[src/rtl/ich_pkg.sv]
package ich_pkg;

  localparam int unsigned HullDepthDef  = 64;
  localparam int unsigned CoordWidthDef = 32;
  localparam int unsigned ArrW          = 32;
  localparam int unsigned PortW         = 32;
  localparam int unsigned CountW        = 7;

  typedef enum logic [2:0] {
    ST_ADDED     = 3'd0,
    ST_REPLACED  = 3'd1,
    ST_INTERIOR  = 3'd2,
    ST_COLLINEAR = 3'd3,
    ST_OVERFLOW  = 3'd4,
    ST_VERTEX    = 3'd5,
    ST_EMPTY     = 3'd6
  } status_e;

  typedef enum logic [1:0] {
    OUT_POINT = 2'd0,
    OUT_VERT  = 2'd1,
    OUT_ZERO  = 2'd2
  } out_sel_e;

  typedef struct packed {
    logic     ld_pt;
    logic     shift;
    logic     we;
    logic     wsrc_pt;
    logic     out_ld;
    out_sel_e out_sel;
  } dp_cmd_t;

  typedef struct packed {
    logic eq_a;
    logic eq_b;
    logic cross_pos;
    logic cross_zero;
  } dp_sts_t;

endpackage

[src/rtl/ich_ctrl.sv]
module ich_ctrl #(
  parameter int unsigned HULL_DEPTH = ich_pkg::HullDepthDef,
  localparam int unsigned RamAw = $clog2(2 * HULL_DEPTH)
) (
  input  logic                        clk_i,
  input  logic                        rst_ni,
  input  logic                        start_i,
  input  logic                        cmd_i,
  output logic                        busy_o,
  input  ich_pkg::dp_sts_t            sts_i,
  output ich_pkg::dp_cmd_t            dp_cmd_o,
  output logic [RamAw-1:0]            raddr_o,
  output logic [RamAw-1:0]            waddr_o,
  output logic                        result_valid_o,
  output logic [2:0]                  status_o,
  output logic [ich_pkg::CountW-1:0]  vertex_count_o,
  output logic                        last_o
);

  localparam int unsigned AW = $clog2(HULL_DEPTH);
  localparam int unsigned SW = AW + 1;

  typedef enum logic [4:0] {
    S_IDLE, S_INS, S_ONE_SH, S_ONE_EQ,
    S_PRE_SH, S_PRE_SH2, S_PRE_W1, S_PRE_W2, S_PRE_US,
    S_L_RD, S_L_SH, S_L_EQ, S_L_W, S_L_US,
    S_CHK, S_T_SH, S_T_SH2, S_T_W1, S_T_W2, S_T_US,
    S_C_RD, S_C_WR, S_A_WR, S_COMMIT, S_FIN,
    S_RD0, S_R_RD, S_R_SH, S_R_EM
  } state_e;

  state_e                state_q;
  logic [SW-1:0]         size_q, k_q, j_q;
  logic [AW-1:0]         head_q, ptr_q, beg_q, end_q, gap_q, off_q;
  logic                  bank_q, x1pos_q, hb_q, he_q, add_q, first_q;
  ich_pkg::status_e      st_q;
  logic                  valid_q, last_q;
  logic [2:0]            status_q;
  logic [ich_pkg::CountW-1:0] count_q;

  logic [SW:0]           gap_t, off_t;
  logic [AW-1:0]         gap_c, off_c, prev_h, size_m1;

  function automatic logic [RamAw-1:0] slot_addr(input logic bank, input logic [AW-1:0] slot);
    logic [RamAw-1:0] base;
    base = bank ? RamAw'(HULL_DEPTH) : '0;
    return base + RamAw'(slot);
  endfunction

  function automatic logic [AW-1:0] wrap_inc(input logic [AW-1:0] p, input logic [SW-1:0] n);
    logic [SW-1:0] t;
    t = {1'b0, p} + 1'b1;
    return (t == n) ? '0 : t[AW-1:0];
  endfunction

  assign size_m1 = AW'(size_q - 1'b1);
  assign prev_h  = (head_q == '0) ? size_m1 : head_q - 1'b1;

  // ring distances, each needs at most one wrap correction
  assign gap_t = {2'b0, end_q} + {1'b0, size_q} - {2'b0, beg_q} - 1'b1;
  assign gap_c = (gap_t >= {1'b0, size_q}) ? AW'(gap_t - {1'b0, size_q}) : AW'(gap_t);
  assign off_t = {2'b0, head_q} + {1'b0, size_q} - {2'b0, beg_q};
  assign off_c = (off_t >= {1'b0, size_q}) ? AW'(off_t - {1'b0, size_q}) : AW'(off_t);

  always_comb begin
    dp_cmd_o = '0;
    raddr_o  = slot_addr(bank_q, ptr_q);
    waddr_o  = slot_addr(!bank_q, j_q[AW-1:0]);
    case (state_q)
      S_IDLE: dp_cmd_o.ld_pt = start_i && !cmd_i;
      S_INS: begin
        if (size_q == '0) begin
          dp_cmd_o.we      = 1'b1;
          dp_cmd_o.wsrc_pt = 1'b1;
          waddr_o          = slot_addr(bank_q, '0);
        end else if (size_q == SW'(1)) begin
          raddr_o = slot_addr(bank_q, '0);
        end else begin
          raddr_o = slot_addr(bank_q, prev_h);
        end
      end
      S_ONE_SH: dp_cmd_o.shift = 1'b1;
      S_ONE_EQ: begin
        dp_cmd_o.we      = 1'b1;
        dp_cmd_o.wsrc_pt = 1'b1;
        waddr_o          = slot_addr(bank_q, sts_i.eq_b ? AW'(0) : AW'(1));
      end
      S_PRE_SH: begin
        dp_cmd_o.shift = 1'b1;
        raddr_o        = slot_addr(bank_q, head_q);
      end
      S_PRE_SH2, S_L_SH, S_T_SH2, S_R_SH: dp_cmd_o.shift = 1'b1;
      S_L_RD: raddr_o = slot_addr(bank_q, wrap_inc(ptr_q, size_q));
      S_L_EQ: begin
        dp_cmd_o.we      = sts_i.eq_a;
        dp_cmd_o.wsrc_pt = 1'b1;
        waddr_o          = slot_addr(bank_q, ptr_q);
      end
      S_CHK: raddr_o = slot_addr(bank_q, beg_q);
      S_T_SH: begin
        dp_cmd_o.shift = 1'b1;
        raddr_o        = slot_addr(bank_q, end_q);
      end
      S_C_WR: dp_cmd_o.we = 1'b1;
      S_A_WR: begin
        dp_cmd_o.we      = 1'b1;
        dp_cmd_o.wsrc_pt = 1'b1;
      end
      S_FIN: begin
        dp_cmd_o.out_ld  = 1'b1;
        dp_cmd_o.out_sel = ich_pkg::OUT_POINT;
      end
      S_RD0: begin
        dp_cmd_o.out_ld  = (size_q == '0);
        dp_cmd_o.out_sel = ich_pkg::OUT_ZERO;
      end
      S_R_EM: begin
        dp_cmd_o.out_ld  = 1'b1;
        dp_cmd_o.out_sel = ich_pkg::OUT_VERT;
      end
      default: ;
    endcase
  end

  always_ff @(posedge clk_i or negedge rst_ni) begin
    if (!rst_ni) begin
      state_q  <= S_IDLE;
      size_q   <= '0;
      head_q   <= '0;
      bank_q   <= 1'b0;
      valid_q  <= 1'b0;
      last_q   <= 1'b0;
      status_q <= '0;
      count_q  <= '0;
      st_q     <= ich_pkg::ST_ADDED;
      k_q      <= '0;
      j_q      <= '0;
      ptr_q    <= '0;
      beg_q    <= '0;
      end_q    <= '0;
      gap_q    <= '0;
      off_q    <= '0;
      x1pos_q  <= 1'b0;
      hb_q     <= 1'b0;
      he_q     <= 1'b0;
      add_q    <= 1'b0;
      first_q  <= 1'b0;
    end else begin
      valid_q <= 1'b0;
      case (state_q)
        S_IDLE: begin
          if (start_i) begin
            state_q <= cmd_i ? S_RD0 : S_INS;
          end
        end
        S_INS: begin
          if (size_q == '0) begin
            size_q  <= SW'(1);
            head_q  <= '0;
            st_q    <= ich_pkg::ST_ADDED;
            state_q <= S_FIN;
          end else if (size_q == SW'(1)) begin
            state_q <= S_ONE_SH;
          end else begin
            ptr_q   <= head_q;
            state_q <= S_PRE_SH;
          end
        end
        S_ONE_SH: state_q <= S_ONE_EQ;
        S_ONE_EQ: begin
          if (sts_i.eq_b) begin
            head_q <= '0;
            st_q   <= ich_pkg::ST_REPLACED;
          end else begin
            size_q <= SW'(2);
            st_q   <= ich_pkg::ST_ADDED;
          end
          state_q <= S_FIN;
        end
        S_PRE_SH:  state_q <= S_PRE_SH2;
        S_PRE_SH2: state_q <= S_PRE_W1;
        S_PRE_W1:  state_q <= S_PRE_W2;
        S_PRE_W2:  state_q <= S_PRE_US;
        S_PRE_US: begin
          x1pos_q <= sts_i.cross_pos;
          k_q     <= '0;
          hb_q    <= 1'b0;
          he_q    <= 1'b0;
          state_q <= S_L_RD;
        end
        S_L_RD: state_q <= S_L_SH;
        S_L_SH: state_q <= S_L_EQ;
        S_L_EQ: begin
          if (sts_i.eq_a) begin
            head_q  <= ptr_q;
            st_q    <= ich_pkg::ST_REPLACED;
            state_q <= S_FIN;
          end else begin
            state_q <= S_L_W;
          end
        end
        S_L_W: state_q <= S_L_US;
        S_L_US: begin
          if (x1pos_q && !sts_i.cross_pos) begin
            beg_q <= ptr_q;
            hb_q  <= 1'b1;
          end else if (!x1pos_q && sts_i.cross_pos) begin
            end_q <= ptr_q;
            he_q  <= 1'b1;
          end
          x1pos_q <= sts_i.cross_pos;
          ptr_q   <= wrap_inc(ptr_q, size_q);
          k_q     <= k_q + 1'b1;
          state_q <= (k_q == size_q - 1'b1) ? S_CHK : S_L_RD;
        end
        S_CHK: begin
          if (!(hb_q && he_q)) begin
            st_q    <= (size_q == SW'(2)) ? ich_pkg::ST_COLLINEAR : ich_pkg::ST_INTERIOR;
            state_q <= S_FIN;
          end else begin
            gap_q   <= gap_c;
            off_q   <= off_c;
            state_q <= S_T_SH;
          end
        end
        S_T_SH:  state_q <= S_T_SH2;
        S_T_SH2: state_q <= S_T_W1;
        S_T_W1:  state_q <= S_T_W2;
        S_T_W2:  state_q <= S_T_US;
        S_T_US: begin
          j_q     <= '0;
          ptr_q   <= beg_q;
          first_q <= 1'b1;
          k_q     <= size_q - 1'b1 - {1'b0, gap_q};
          if (sts_i.cross_zero) begin
            add_q   <= 1'b0;
            st_q    <= ich_pkg::ST_COLLINEAR;
            state_q <= S_C_RD;
          end else if (gap_q == '0 && size_q == SW'(HULL_DEPTH)) begin
            st_q    <= ich_pkg::ST_OVERFLOW;
            state_q <= S_FIN;
          end else begin
            add_q   <= 1'b1;
            st_q    <= ich_pkg::ST_ADDED;
            state_q <= S_C_RD;
          end
        end
        S_C_RD: state_q <= S_C_WR;
        S_C_WR: begin
          j_q <= j_q + 1'b1;
          if (first_q) begin
            // tangent vertex kept, the run resumes at the second tangent
            first_q <= 1'b0;
            ptr_q   <= end_q;
            if (add_q) begin
              state_q <= S_A_WR;
            end else begin
              state_q <= (k_q == '0) ? S_COMMIT : S_C_RD;
            end
          end else begin
            ptr_q   <= wrap_inc(ptr_q, size_q);
            k_q     <= k_q - 1'b1;
            state_q <= (k_q == SW'(1)) ? S_COMMIT : S_C_RD;
          end
        end
        S_A_WR: begin
          j_q     <= j_q + 1'b1;
          state_q <= (k_q == '0) ? S_COMMIT : S_C_RD;
        end
        S_COMMIT: begin
          bank_q <= !bank_q;
          size_q <= j_q;
          if (add_q) begin
            head_q <= AW'(1);
          end else if (off_q == '0 || off_q <= gap_q) begin
            head_q <= '0;
          end else begin
            head_q <= off_q - gap_q;
          end
          state_q <= S_FIN;
        end
        S_FIN: begin
          valid_q  <= 1'b1;
          status_q <= st_q;
          last_q   <= 1'b1;
          count_q  <= ich_pkg::CountW'(size_q);
          state_q  <= S_IDLE;
        end
        S_RD0: begin
          if (size_q == '0) begin
            valid_q  <= 1'b1;
            status_q <= ich_pkg::ST_EMPTY;
            last_q   <= 1'b1;
            count_q  <= '0;
            state_q  <= S_IDLE;
          end else begin
            ptr_q   <= head_q;
            k_q     <= '0;
            state_q <= S_R_RD;
          end
        end
        S_R_RD: state_q <= S_R_SH;
        S_R_SH: state_q <= S_R_EM;
        S_R_EM: begin
          valid_q  <= 1'b1;
          status_q <= ich_pkg::ST_VERTEX;
          last_q   <= (k_q == size_q - 1'b1);
          count_q  <= ich_pkg::CountW'(size_q);
          k_q      <= k_q + 1'b1;
          ptr_q    <= wrap_inc(ptr_q, size_q);
          state_q  <= (k_q == size_q - 1'b1) ? S_IDLE : S_R_RD;
        end
        default: state_q <= S_IDLE;
      endcase
    end
  end

  assign busy_o         = (state_q != S_IDLE);
  assign result_valid_o = valid_q;
  assign status_o       = status_q;
  assign vertex_count_o = count_q;
  assign last_o         = last_q;

endmodule

[config.mk]
export PLATFORM = sky130hd
export DESIGN_NAME = ich_ctrl
export DESIGN_NICKNAME = d
export VERILOG_FILES = /design/src/rtl/ich_pkg.sv /design/src/rtl/ich_ctrl.sv
export SDC_FILE = /design/constraint.sdc
export NUM_CORES = 1
export LEC_CHECK = 0
export ABC_CLOCK_PERIOD_IN_PS = 6000
export BUFFER_PORTS_ARGS = -buffer_cell sky130_fd_sc_hd__buf_2
export CAP_MARGIN = 30
export CORE_ASPECT_RATIO = 0.5
export CORE_MARGIN = 2
export CORE_UTILIZATION = 60
export CTS_CLUSTER_SIZE = 8
export DETAILED_ROUTE_END_ITERATION = 8
export GPL_ROUTABILITY_DRIVEN = 0
export PLACE_DENSITY_LB_ADDON = 0.08
export SYNTH_ARGS = -nofsm -noshare
export SYNTH_HDL_FRONTEND = slang
export SYNTH_SLANG_ARGS = --single-unit
[constraint.sdc]
create_clock -name clk_i -period 6 [get_ports clk_i]
set_clock_uncertainty 0.05 [all_clocks]
set_input_delay 0.6 -clock clk_i [delete_from_list [all_inputs] [get_ports clk_i]]
set_output_delay 0.6 -clock clk_i [all_outputs]
set_load 0.05 [all_outputs]
==> results.md <==
- Critical path class: flip-flop to flip-flop
- Rows: 28
- TritonRoute pass-1 iters: 6
- Final setup viols: 0
- Final Hold Vio Count: 0
- Top post-synthesis cells by area: dfrtp_1 (27%), ha_1 (8.4%), nand2_1 (4.6%)
- Post-synthesis sequential area ratio: 27.5%
- Layout cells sized above 1: 11.1%
- Post-DP HPWL: 17400 um
- 1st-iter DRT viols: 931
- Buffer levels on the longest clock path: 2
- Final period utilization: 73.4%
- Total GRT Usage: 35.0%
- Commonest non-fill, non-tap cells in the layout: nand2_1 (93), dfrtp_1 (83), inv_1 (75)
- WL final: 23200 um
- FMAX: 227 MHz
- CP Capture Type: flip-flop
- Synth cell types: 83
- Commonest non-fill, non-tap cell in the layout: nand2_1
- Seq cells post-synth: 83
- Status: completed
- Routed WL per cell: 21.0 um
- Worst-path maximum fanout: 12
- Initial antenna violation count: 0
- HP Class: input pin to asynchronous set/reset pin
- Initial core utilization: 62.8%
- Crit path launch type: flip-flop
- Num CTS Buffers: 9
- Vias in the first global route: 6787
- Seq. cell area: 2080 um^2
- Post-synth top area cell: dfrtp_1
- R2R depth: 13
- Placed instance area: 7850 um^2
- Multi-input combinational cell area: 4990 um^2
- CTS tree: yes
- First-pass GRT wire length: 37000 um
- Largest net degree at the start of global routing: 65
- Finished Cell Area: 8180 um^2
- IO Pins: 42
- Worst setup margin: 1600 ps
- Placeable Area: 12100 um^2
- Post-synthesis instance total: 913
- EDFF count, synth: 0
- MaxCap Viol Count: 0
- PortBufs: 41
- Hold Buf Count CTS: 0
- Die Area: 13600 um^2
- Clock Latency Late Sink: 350 ps
- CTS root buffer: clkbuf_16
- Via density: 6.59
- Filler instances: 1045
- Critical path arrival: 4620 ps
- Worst Path Required: 6220 ps
- Die H: 83.4 um
- Syn_nets: 989
- Minimum clock period after layout: 4400 ps
- DR DRC count: 0
- Mapped cell area: 7560 um^2
- Area delta synth->final: 8.15%
- Ys async rst share: 100%
- Chip Width: 163 um
- Postcts setup bufs: 0
- Max-slew violations: 0
- Top_reg_cell synth: dfrtp_1
- Yosys top cell area share: 27.5%
- Mean post-synth cell area: 8.29 um^2
- Total number of H-tree levels: 3
- Headroom to the max-slew limit: 37.5%
- Post-cts sizing count: 0
- Pre-CTS WS: 1690 ps
- Synth warn: 0
- Post-DRT Antenna Nets: 0
- TNS Setup: 0 ps
- Gr ovfl total: 0
- CTS clk-pin slew, worst paths: 70 ps
- Routed vias: 7254
- Clk sinks: 83
- Nets: 1005
- RSZ-0062 raised after global routing: no
- Worst Tran Pin Value: 934 ps
==> logic make-up (layout without fill, tap and decap cells) <==
group                      count (synthesis)  count (layout)  share of synthesized area (%)
AOI/OAI and AO/OA                        251             251                           22.4
muxes                                     24              24                           3.44
adders and majority gates                 68              68                           12.9
DFF                                       83              83                           27.5
xor gates and xnor gates                  50              50                           6.15
and+or+nand+nor                          316             316                           21.0
buffers and inverters                    121             142                           6.60
other                                      0               1                              0
==> worst paths after layout <==
check	startpoint	endpoint	slack, ps
worst max-delay path	size_q[0]$_DFFE_PN0P_	gap_q[0]$_DFFE_PN0P_	1600
worst min-delay path	rst_ni	status_o[2]$_DFFE_PN0P_	90
worst max register to register	size_q[0]$_DFFE_PN0P_	gap_q[0]$_DFFE_PN0P_	1600
worst min register to register	status_o[0]$_DFFE_PN0P_	status_o[0]$_DFFE_PN0P_	440
max in group asynchronous	rst_ni	head_q[3]$_DFFE_PN0P_	5170
min in group clk_i	status_o[0]$_DFFE_PN0P_	status_o[0]$_DFFE_PN0P_	440
==> routing by layer <==
| metal | GRT usage [%] | up-vias | part of all wire (%) |
|---|---|---|---|
| li1 | - | 3297 | - |
| met1 | 51.1 | 3436 | 42 |
| met2 | 50.0 | 474 | 42 |
| met3 | 10.6 | 47 | 14 |
| met4 | 9.65 | 0 | 1.7 |
| met5 | 0 | - | 0 |
==> registers in the layout (all words and copies together) (netlist names), 3 cells and up <==
register,flops
beg_q,6
end_q,6
gap_q,6
head_q,6
j_q,7
k_q,7
off_q,6
ptr_q,6
size_q,7
st_q,3
state_q,5
status_o,3
vertex_count_o,7
==> synth_stat cells (8+ instances only) <==
| cell | instances |
|---|---|
| nor2b_1 | 15 |
| fa_1 | 17 |
| nand4_1 | 8 |
| or3_1 | 8 |
| a221o_1 | 8 |
| clkbuf_1 | 19 |
| nor3_1 | 21 |
| mux2i_1 | 11 |
| a21oi_1 | 56 |
| o21a_1 | 9 |
| inv_1 | 75 |
| nand2b_1 | 10 |
| o21ai_0 | 62 |
| a211oi_1 | 8 |
| a221oi_1 | 8 |
| xnor2_1 | 31 |
| nand3_1 | 41 |
| nor2_1 | 69 |
| dfrtp_1 | 83 |
| buf_2 | 17 |
| and3_1 | 10 |
| ha_1 | 51 |
| a31oi_1 | 8 |
| nand2_1 | 93 |
| xor2_1 | 17 |
| o22ai_1 | 15 |
| mux2_2 | 12 |
| a22o_1 | 13 |
==> per-stage QoR <==
step	utilization, %	hold slack [ps]	instances
after detailed placement	65.1	425	1083
after global placement	64.9	422	1082
after global routing	67.9	106	1099
after floorplan	-	254	913
after CTS	67.9	94.7	1099
final	67.9	94.0	1100
==> final cells by class <==
class / instances / area share (%)
Antenna cell: 1 / 0.0306
Tap cell: 165 / 2.52
Multi-Input combinational cell: 709 / 61.0
Timing Repair Buffer: 48 / 3.43
Sequential cell: 83 / 25.4
Inverter: 78 / 3.58
Clock buffer: 11 / 2.97
Clock inverter: 5 / 1.04
==> critical path, cell delays in order (launching register included) <==
cell and delay, ps:
dfrtp_1 730, inv_1 290, fa_1 460, inv_1 60, ha_1 180, fa_1 440
ha_1 340, a21o_1 190, a21oi_1 230, a21oi_1 100, o21a_1 190, nor3_2 520
mux2_2 400, o21ai_0 130
Power is not shown: default switching activity piles up to over one toggle a cycle in this logic, so the estimate is an artifact.
